===== src/rtl/core/nmea_pkg.sv =====
// Package for the NMEA RMC position extractor: sentence phase codes,
// result kinds, the header character table and the result struct.
// No dependencies; imported by every module in rtl/core.
`default_nettype none

package nmea_pkg;

    // Sentence walk phases, one-hot.
    typedef enum logic [4:0] {
        PH_HUNT   = 5'b00001,
        PH_HEADER = 5'b00010,
        PH_STATUS = 5'b00100,
        PH_SKIP   = 5'b01000,
        PH_FIELDS = 5'b10000
    } t_phase;

    // Kind of a result transfer.
    typedef enum logic [1:0] {
        KIND_LAT = 2'd0,
        KIND_LON = 2'd1,
        KIND_FIX = 2'd2
    } t_kind;

    // Characters of interest in the stream.
    localparam logic [7:0] CH_DOLLAR = 8'h24;
    localparam logic [7:0] CH_COMMA  = 8'h2C;
    localparam logic [7:0] CH_VOID   = 8'h56;
    localparam logic [7:0] CH_ACTIVE = 8'h41;

    // Last header index; comma counts of lat, lon and end of speed.
    localparam logic [2:0] HDR_LAST    = 3'd5;
    localparam logic [2:0] COMMA_LAT   = 3'd0;
    localparam logic [2:0] COMMA_LON   = 3'd2;
    localparam logic [2:0] COMMA_FINAL = 3'd5;

    // One result decided for one byte.
    typedef struct packed {
        logic        emit;
        t_kind       kind;
        logic [7:0]  ch;
    } t_result;

    // Expected header character "GPRMC," at a given match position.
    function automatic logic [7:0] hdr_char(input logic [2:0] idx);
        logic [7:0] c;
        case (idx)
            3'd0:    c = 8'h47; // G
            3'd1:    c = 8'h50; // P
            3'd2:    c = 8'h52; // R
            3'd3:    c = 8'h4D; // M
            3'd4:    c = 8'h43; // C
            3'd5:    c = 8'h2C; // ,
            default: c = 8'h00;
        endcase
        return c;
    endfunction

endpackage

`default_nettype wire


===== src/rtl/core/nmea_fsm.sv =====
// Sentence tracker for the NMEA RMC position extractor: holds the phase,
// header match position and comma count, and decides the result of a byte.
// Depends on nmea_pkg.
`default_nettype none

module nmea_fsm (
    input  wire logic              i_clk,
    input  wire logic              i_rst_n,
    input  wire logic              i_fire,
    input  wire logic [7:0]        i_byte,
    output nmea_pkg::t_result      o_result
);
    import nmea_pkg::*;

    t_phase     r_phase, n_phase;
    logic [2:0] r_hdr_idx, n_hdr_idx;
    logic [2:0] r_commas, n_commas;
    logic [2:0] commas_inc;
    t_result    res;

    assign commas_inc = r_commas + 3'd1;

    // Next state and result for the byte held at the input register.
    always_comb begin
        n_phase   = r_phase;
        n_hdr_idx = r_hdr_idx;
        n_commas  = r_commas;
        res.emit  = 1'b0;
        res.kind  = KIND_LAT;
        res.ch    = 8'h00;
        case (r_phase)
            PH_HEADER: begin
                if (i_byte == CH_DOLLAR) begin
                    n_hdr_idx = 3'd0;
                end else if (r_hdr_idx <= HDR_LAST && i_byte == hdr_char(r_hdr_idx)) begin
                    if (r_hdr_idx == HDR_LAST) begin
                        n_hdr_idx = 3'd0;
                        n_phase   = PH_STATUS;
                    end else begin
                        n_hdr_idx = r_hdr_idx + 3'd1;
                    end
                end else begin
                    n_hdr_idx = 3'd0;
                    n_phase   = PH_HUNT;
                end
            end
            PH_STATUS: begin
                if (i_byte == CH_VOID) begin
                    n_phase = PH_HUNT;
                end else if (i_byte == CH_ACTIVE) begin
                    n_phase = PH_SKIP;
                end
            end
            PH_SKIP: begin
                n_commas = 3'd0;
                n_phase  = PH_FIELDS;
            end
            PH_FIELDS: begin
                if (i_byte == CH_COMMA) begin
                    if (commas_inc >= COMMA_FINAL) begin
                        // The comma that ends the speed field completes the fix.
                        n_commas = 3'd0;
                        n_phase  = PH_HUNT;
                        res.emit = 1'b1;
                        res.kind = KIND_FIX;
                    end else begin
                        n_commas = commas_inc;
                    end
                end else if (r_commas == COMMA_LAT) begin
                    res.emit = 1'b1;
                    res.kind = KIND_LAT;
                    res.ch   = i_byte;
                end else if (r_commas == COMMA_LON) begin
                    res.emit = 1'b1;
                    res.kind = KIND_LON;
                    res.ch   = i_byte;
                end
            end
            default: begin
                // Hunting, and any code that is not a phase.
                n_hdr_idx = 3'd0;
                n_commas  = 3'd0;
                n_phase   = (i_byte == CH_DOLLAR) ? PH_HEADER : PH_HUNT;
            end
        endcase
    end

    assign o_result = res;

    // State advances only when the byte moves on to the result stage.
    always_ff @(posedge i_clk) begin
        if (!i_rst_n) begin
            r_phase   <= PH_HUNT;
            r_hdr_idx <= 3'd0;
            r_commas  <= 3'd0;
        end else if (i_fire) begin
            r_phase   <= n_phase;
            r_hdr_idx <= n_hdr_idx;
            r_commas  <= n_commas;
        end
    end

    // The header position is only nonzero while the header is being matched.
    a_hdr_idx_scope: assert property (@(posedge i_clk) disable iff (!i_rst_n)
        r_phase != PH_HEADER |-> r_hdr_idx == 3'd0)
        else $error("header index nonzero outside header match");

    // The comma count never reaches the completion count.
    a_commas_range: assert property (@(posedge i_clk) disable iff (!i_rst_n)
        r_commas < COMMA_FINAL)
        else $error("comma count out of range");

    // A completion marker always sends the block back to hunting.
    a_fix_to_hunt: assert property (@(posedge i_clk) disable iff (!i_rst_n)
        i_fire && res.emit && res.kind == KIND_FIX |=> r_phase == PH_HUNT)
        else $error("fix marker without return to hunting");

endmodule

`default_nettype wire


===== src/rtl/core/nmea_rmc_position_extractor.sv =====
// Top level of the NMEA RMC position extractor: input register, sentence
// tracker and result register with valid/stall handshakes.
// Depends on nmea_pkg and nmea_fsm.
`default_nettype none

// The block takes one received serial byte per transfer and follows the
// GPS stream for "$GPRMC," sentences with an active ('A') status. For each
// latitude and longitude character it delivers one result transfer (kind 0
// or 1 with the character), and at the comma that closes the speed field it
// delivers a completion marker (kind 2, character zero). All other bytes
// produce no result. Throughput is one byte per clock cycle while the
// receiver does not stall; a byte passes an input register and then a
// result register, from which its result is offered to the receiver.
// The sentence tracker is the only stage with state, and it advances once
// per byte as the byte enters the result stage.
module nmea_rmc_position_extractor (
    input  wire logic       i_clk,
    input  wire logic       i_rst_n,
    input  wire logic       i_in_valid,
    output logic            o_in_stall,
    input  wire logic [7:0] i_rx_byte,
    output logic            o_out_valid,
    input  wire logic       i_out_stall,
    output logic [1:0]      o_kind,
    output logic [7:0]      o_ch
);
    import nmea_pkg::*;

    logic       r_in_valid;
    logic [7:0] r_in_byte;
    logic       r_out_valid;
    t_kind      r_out_kind;
    logic [7:0] r_out_ch;

    logic       out_free;
    logic       advance;
    logic       in_take;
    t_result    result;

    // The result stage can take a byte when empty or when its result leaves.
    assign out_free   = !r_out_valid || !i_out_stall;
    assign advance    = r_in_valid && out_free;
    assign o_in_stall = r_in_valid && !out_free;
    assign in_take    = i_in_valid && !o_in_stall;

    // Input register.
    always_ff @(posedge i_clk) begin
        if (!i_rst_n) begin
            r_in_valid <= 1'b0;
        end else begin
            r_in_valid <= in_take || (r_in_valid && !advance);
        end
    end

    always_ff @(posedge i_clk) begin
        if (in_take) begin
            r_in_byte <= i_rx_byte;
        end
    end

    nmea_fsm u_fsm (
        .i_clk    (i_clk),
        .i_rst_n  (i_rst_n),
        .i_fire   (advance),
        .i_byte   (r_in_byte),
        .o_result (result)
    );

    // Result register.
    always_ff @(posedge i_clk) begin
        if (!i_rst_n) begin
            r_out_valid <= 1'b0;
        end else if (out_free) begin
            r_out_valid <= advance && result.emit;
        end
    end

    always_ff @(posedge i_clk) begin
        if (advance && result.emit && out_free) begin
            r_out_kind <= result.kind;
            r_out_ch   <= result.ch;
        end
    end

    assign o_out_valid = r_out_valid;
    assign o_kind      = r_out_kind;
    assign o_ch        = r_out_ch;

    // A completion marker carries no character.
    a_fix_ch_zero: assert property (@(posedge i_clk) disable iff (!i_rst_n)
        r_out_valid && r_out_kind == KIND_FIX |-> r_out_ch == 8'h00)
        else $error("completion marker with nonzero character");

    // A byte held at the input register is not lost or replaced.
    a_in_hold: assert property (@(posedge i_clk) disable iff (!i_rst_n)
        r_in_valid && !advance |=> r_in_valid && $stable(r_in_byte))
        else $error("held input byte lost");

    // A result waiting under stall is not overwritten.
    a_out_hold: assert property (@(posedge i_clk) disable iff (!i_rst_n)
        r_out_valid && i_out_stall |=> r_out_valid && $stable(r_out_kind)
            && $stable(r_out_ch))
        else $error("stalled result changed");

endmodule

`default_nettype wire


===== config.mk =====
export PLATFORM = sky130hd
export DESIGN_NAME = nmea_rmc_position_extractor
export DESIGN_NICKNAME = d
export VERILOG_FILES = /design/src/rtl/core/nmea_pkg.sv /design/src/rtl/core/nmea_fsm.sv /design/src/rtl/core/nmea_rmc_position_extractor.sv
export SDC_FILE = /design/constraint.sdc
export NUM_CORES = 1
export LEC_CHECK = 0
export BUFFER_PORTS_ARGS = -buffer_cell sky130_fd_sc_hd__buf_2
export CAP_MARGIN = 20
export CORE_ASPECT_RATIO = 1.2
export CORE_MARGIN = 2
export CORE_UTILIZATION = 50
export CTS_BUF_LIST = sky130_fd_sc_hd__clkbuf_16
export DETAILED_ROUTE_END_ITERATION = 10
export GPL_TIMING_DRIVEN = 1
export PLACE_DENSITY = 0.7
export SYNTH_ARGS = -nofsm -noshare
export SYNTH_HDL_FRONTEND = slang
export SYNTH_SLANG_ARGS = --single-unit

===== constraint.sdc =====
create_clock -name i_clk -period 6.5 [get_ports i_clk]
set_input_delay 1.3 -clock i_clk [delete_from_list [all_inputs] [get_ports i_clk]]
set_output_delay 1.3 -clock i_clk [all_outputs]
set_load 0.005 [all_outputs]

# Word-level counts from Yosys, hierarchy flattened
# Index checks and enable logic that the tools add are counted.
[op_classes]
n_bitwise = 3
muxes = 25
multipliers = 0
div_mod_pow = 0
n_eq_ne = 20
reduce_logical = 22
shifts = 0
n_addsub = 2
magnitude_cmp = 2
[op_table]
columns = ["op", "count"]
rows = [
  ["$pmux 7 s6", 1],
  ["$mux 5", 7],
  ["$mux 11", 3],
  ["$mux 8", 3],
  ["$mux 3", 7],
  ["$pmux 5 s4", 1],
  ["$eq 8x6->1 const B", 2],
  ["$eq 8x7->1 const B", 2],
  ["$pmux 3 s2", 2],
  ["$eq 3x2->1 const B", 3],
  ["$eq 8x8->1", 1],
  ["$logic_and 1x1->1", 7],
  ["$add 3x1->3 const B", 2],
  ["$eq 3x3->1 const B", 2],
  ["$logic_not 3->1", 2],
  ["$reduce_and 6->1", 1],
  ["$eq 5x2->1 const B", 1],
  ["$eq 5x3->1 const B", 1],
  ["$eq 5x4->1 const B", 1],
  ["$eq 5x5->1 const B", 1],
  ["$logic_not 1->1", 5],
  ["$ne 2x1->1 const B", 2],
  ["$reduce_or 2->1", 2],
  ["$eq 3x1->1 const B", 1],
  ["11 further kinds", 14],
]
[totals]
register_bits = 31
romBits = 0
ramBits = 0
out_inout_bits = 12
latchBits = 0
in_bits = 12
elab_cells = 82
memories = 0

# Longest topological paths before layout
[logic_depth]
word_depth = 9
depth_mapped = 9
ltp_nobuf = 8

# Cells and area by module
# A second synthesis with hierarchy kept.
[hier_totals]
cells_unflattened = 178
hier_area_um2 = 1804.2
[modules_own_cells]
columns = ["module", "area_per_inst_um2", "seq_area_each_um2", "cells_per_inst", "n_inst"]
rows = [
  ["nmea_fsm", 1172.4, 220.2, 150, 1],
  ["nmea_rmc_position_extractor", 631.9, 580.6, 28, 1],
]

# Least setup slack after synthesis
# OpenSTA, ideal clock, no wires.
[synth_path]
path_type = "in2reg"
from = "input port i_out_stall"
to = "register r_out_ch[0], in the netlist o_ch[0] (enable)"
required_ps = 6108
arrival_ps = 2396
setup_ps = 392
slack_ps = 3712
n_path_buf = 0
stages = 3
path_cell_list = "and2_1 -> nand2b_1 -> nor3_1"
[synth_between]
elab_chain_len = 5
[synth_lines]
columns = ["element", "line_no", "rtl"]
rows = [
  ["start, declared", "nmea_rmc_position_extractor.sv:23", "input wire logic i_out_stall,"],
  ["$logic_not 1->1 *", "nmea_rmc_position_extractor.sv:41", "assign out_free = !r_out_valid || !i_out_stall;"],
  ["$logic_or 1x1->1 *", "nmea_rmc_position_extractor.sv:41", ""],
  ["$logic_and 1x1->1", "nmea_rmc_position_extractor.sv:42", "assign advance = r_in_valid && out_free;"],
  ["$logic_and 1x1->1", "nmea_rmc_position_extractor.sv:79", "if (advance && result.emit && out_free) begin"],
  ["$logic_and 1x1->1 *", "nmea_rmc_position_extractor.sv:79", ""],
  ["end signal, assigned", "nmea_rmc_position_extractor.sv:81", "r_out_ch <= result.ch;"],
  ["end, declared", "nmea_rmc_position_extractor.sv:33", "logic [7:0] r_out_ch;"],
]
# Every way passes the cells marked *; elsewhere a longest branch is shown, timed or not.
# A chain may end at the register's enable or synchronous reset.

# Worst setup path after layout
[layout_path]
from = "input port i_out_stall"
to = "output port o_in_stall"
[layout_between]
elab_chain_len = 4
[layout_lines]
columns = ["element", "line_no", "rtl"]
rows = [
  ["$logic_not 1->1", "nmea_rmc_position_extractor.sv:41", ""],
  ["$logic_or 1x1->1", "nmea_rmc_position_extractor.sv:41", ""],
  ["$logic_not 1->1", "nmea_rmc_position_extractor.sv:43", "assign o_in_stall = r_in_valid && !out_free;"],
  ["$logic_and 1x1->1", "nmea_rmc_position_extractor.sv:43", ""],
  ["end, declared", "nmea_rmc_position_extractor.sv:20", "output logic o_in_stall,"],
]
# No other way between the ends.

==> impl_metrics.tcl <==
set metrics [dict create \
    crit_path_end_kind "output port" \
    htreeDepth 2 \
    p_leak_nw 0.7976 \
    cts_tree "built" \
    postRouteAntennaNets 0 \
    numClockSinks 31 \
    via_per_inst 6.004 \
    path_clk_slew_ns 0.05 \
    yosys_register_bits 31 \
    final_common_cell "buf_2" \
    synth-main-ff-cell "edfxtp_1" \
    nFillCells 293 \
    worst-path-max-fanout 3 \
    dpl.cell_count 227 \
    drt_iter0_drc 52 \
    grt_pass1_vias 1392 \
    hold_viol 0 \
    start_kind "primary input" \
    ioPinCount 24 \
    syn_to_final_growth_pct 14.98 \
    maxSlewViolCount 0 \
    netlist_area_sq_mm 0.001788 \
    cts_buffer_depth 2 \
    drc 1 \
    layout.cells.non_filler 235 \
    reg2reg_to "u_fsm.r_hdr_idx[2]$_SDFFE_PN0P_" \
    ys_types 55 \
    wl_per_cell_microns 14.77 \
    finalSetupViolCount 0 \
    worst-slew-pin-transition_ns 0.6393 \
    violations "design-rule violations" \
    critPathRequiredTime_ns 5.20 \
    period_needed_ns 3.013 \
    syn_nets 190 \
    drive_gt1_share_pct 21.72 \
    io_buffer_count 23 \
    avgSynthCellArea_sq_um 10.28 \
    grt_usage_pct 18.66 \
    core_area_sq_mm 0.003396 \
    fp.dieH_microns 69.51 \
    hpwl_microns 2582 \
    vdd_drop_max_mv 0.1885 \
    ys_warn_count 0 \
    cts-resized-gates 0 \
    relSlewSlack_pct 57.29 \
    min_to "u_fsm.r_commas[0]$_SDFFE_PN0P_" \
    place_congestion 0.9181 \
    cts_hold_buf 0 \
    antenna_found_initial 0 \
    clock_latency_ns 0.27 \
    post-route-period-util_pct 46.35 \
    reg2reg_slack_ns 3.84 \
    max_freq_mhz 331.9 \
    layout_common_cells "buf_2, edfxtp_1, nand2_1" \
    reg2regPathDepth 8 \
    finalNetCount 213 \
    postCtsSetupBuffers 0 \
    synthArstFlopShare_pct 0 \
    grt-ovfl-total 0 \
    criticalPathCategory "in -> out" \
    r2r_start "u_fsm.r_hdr_idx[2]$_SDFFE_PN0P_" \
    rows 23 \
    cts-root-buf "clkbuf_16" \
    grt_pass1_wl_microns 5927 \
    grt_max_degree 17 \
    initial_core_util_pct 52.65 \
    drt_pass1_iterations 7 \
    antenna_cells 0 \
    maxCapViolations 0 \
    hold_class "reg -> reg" \
    synth_edf_count 18 \
    vias 1411 \
    cts_made_buffers 5 \
    wirelength_microns 3470 \
    p_per_area_mw_per_mm2 239.6 \
    clock_skew_ns 0.002662 \
    die_area_sq_mm 0.004072 \
    hp-start "u_fsm.r_commas[0]$_SDFFE_PN0P_" \
    ys_seq_area_share_pct 44.79 \
    fin_tns_setup_ns 0 \
    die_w_microns 58.59 \
    outcome "finished with violations" \
    whs_path_depth 2 \
    rsz0062_at_grt "false" \
    syn_inst 174 \
    cp.arrival_ns 1.71 \
]
[metal layers]
layer,GRT usage [%],share of wire [%],vias to the layer above
met5,0,0,-
met4,6.818,1.2,0
met3,6.157,5.6,9
met2,31.84,50,48
met1,21.22,43,668
li1,-,-,686
[report_power, final]
part | total, mW | internal, mW | leakage, nW | switching [mW]
logic | 0.0194 | 0.00953 | 0.411 | 0.00985
clock network | 0.253 | 0.177 | 0.0864 | 0.0755
registers | 0.220 | 0.212 | 0.300 | 0.00788
total | 0.493 | 0.399 | 0.798 | 0.0933
[per-stage QoR]
step / utilization, % / hold WS (ns) / setup slack (ns) / area, sq um / power [mW]
floorplan: - / 0.4664 / 3.712 / 1788 / 0.2349
global placement: 55.75 / 0.4876 / 3.507 / 1893 / 0.2411
detailed placement: 55.75 / 0.4950 / 3.489 / 1893 / 0.2432
CTS: 60.54 / 0.5039 / 3.487 / 2056 / 0.4968
global route: 60.54 / 0.5466 / 3.462 / 2056 / 0.5117
finish: 60.54 / 0.5011 / 3.487 / 2056 / 0.4926
[area by class of cell]
cell class	instances	area (sq um)	share of cell area, %
timing repair buffer	24	122.6	5.965
clock inverter	3	37.54	1.826
inverter	5	18.77	0.9130
tap	37	46.29	2.252
sequential	31	800.8	38.95
clock buffer	5	125.1	6.086
multi-input combinational	130	904.6	44.00
[worst max path at each step]
stage,from,to,slack (ns),cells past startpoint
after floorplan,i_out_stall,o_ch[0]$_SDFFCE_PN0P_,3.71,3
after global placement,i_out_stall,o_in_stall,3.51,3
after detailed placement,i_out_stall,o_in_stall,3.49,3
after CTS,i_out_stall,o_in_stall,3.49,3
after global routing,i_out_stall,o_in_stall,3.46,3
final,i_out_stall,o_in_stall,3.49,3
[cells in the mapped netlist, drive strengths merged, types with 2 or more instances]
cell,number,area [sq um]
a211o,2,18.77
a21boi,6,45.04
a21o,2,16.27
a21oi,2,10.01
and2,10,63.81
and3,5,31.28
buf,4,28.78
clkbuf,4,35.04
dfxtp,13,260.3
edfxtp,18,540.5
ha,4,50.05
inv,5,18.77
mux2i,4,40.04
nand2,14,52.55
nand3,6,30.03
nand3b,3,22.52
nand4,3,18.77
nand4b,2,17.52
nor2,13,48.80
nor2b,4,25.02
nor3,4,25.02
nor4b,5,58.80
o211ai,2,15.01
o21a,2,15.01
o21ai,7,35.03
o21bai,2,15.01
or3,3,21.27
or3b,4,35.04
or4,2,15.01
xnor2,4,35.03
xor2,2,17.52
[logic make-up (layout without fill, tap and decap cells)]
logic type               Yosys count  count (layout)  share of synthesized area (%)
XOR/XNOR                           6               6                          2.939
AND/OR/NAND/NOR                   82              82                          27.78
buffers and inverters             13              37                          4.619
flip-flops                        31              31                          44.79
AO/OA/AOI/OAI                     32              32                          13.65
adder cells (fa/ha/maj)            5               5                          3.359
multiplexers                       5               5                          2.869
[state kept, by name, summed over array words and instances, names as in the netlist]
register / flops
o_ch: 8
r_in_byte: 8
u_fsm.r_phase: 5
u_fsm.r_commas: 3
u_fsm.r_hdr_idx: 3
o_kind: 2
o_out_valid: 1
r_in_valid: 1
[worst max-delay path: stages]
cell    delay [ns]
buf_2         0.10
and3_1        0.18
buf_2         0.13
(Power assumes the default switching activity.)
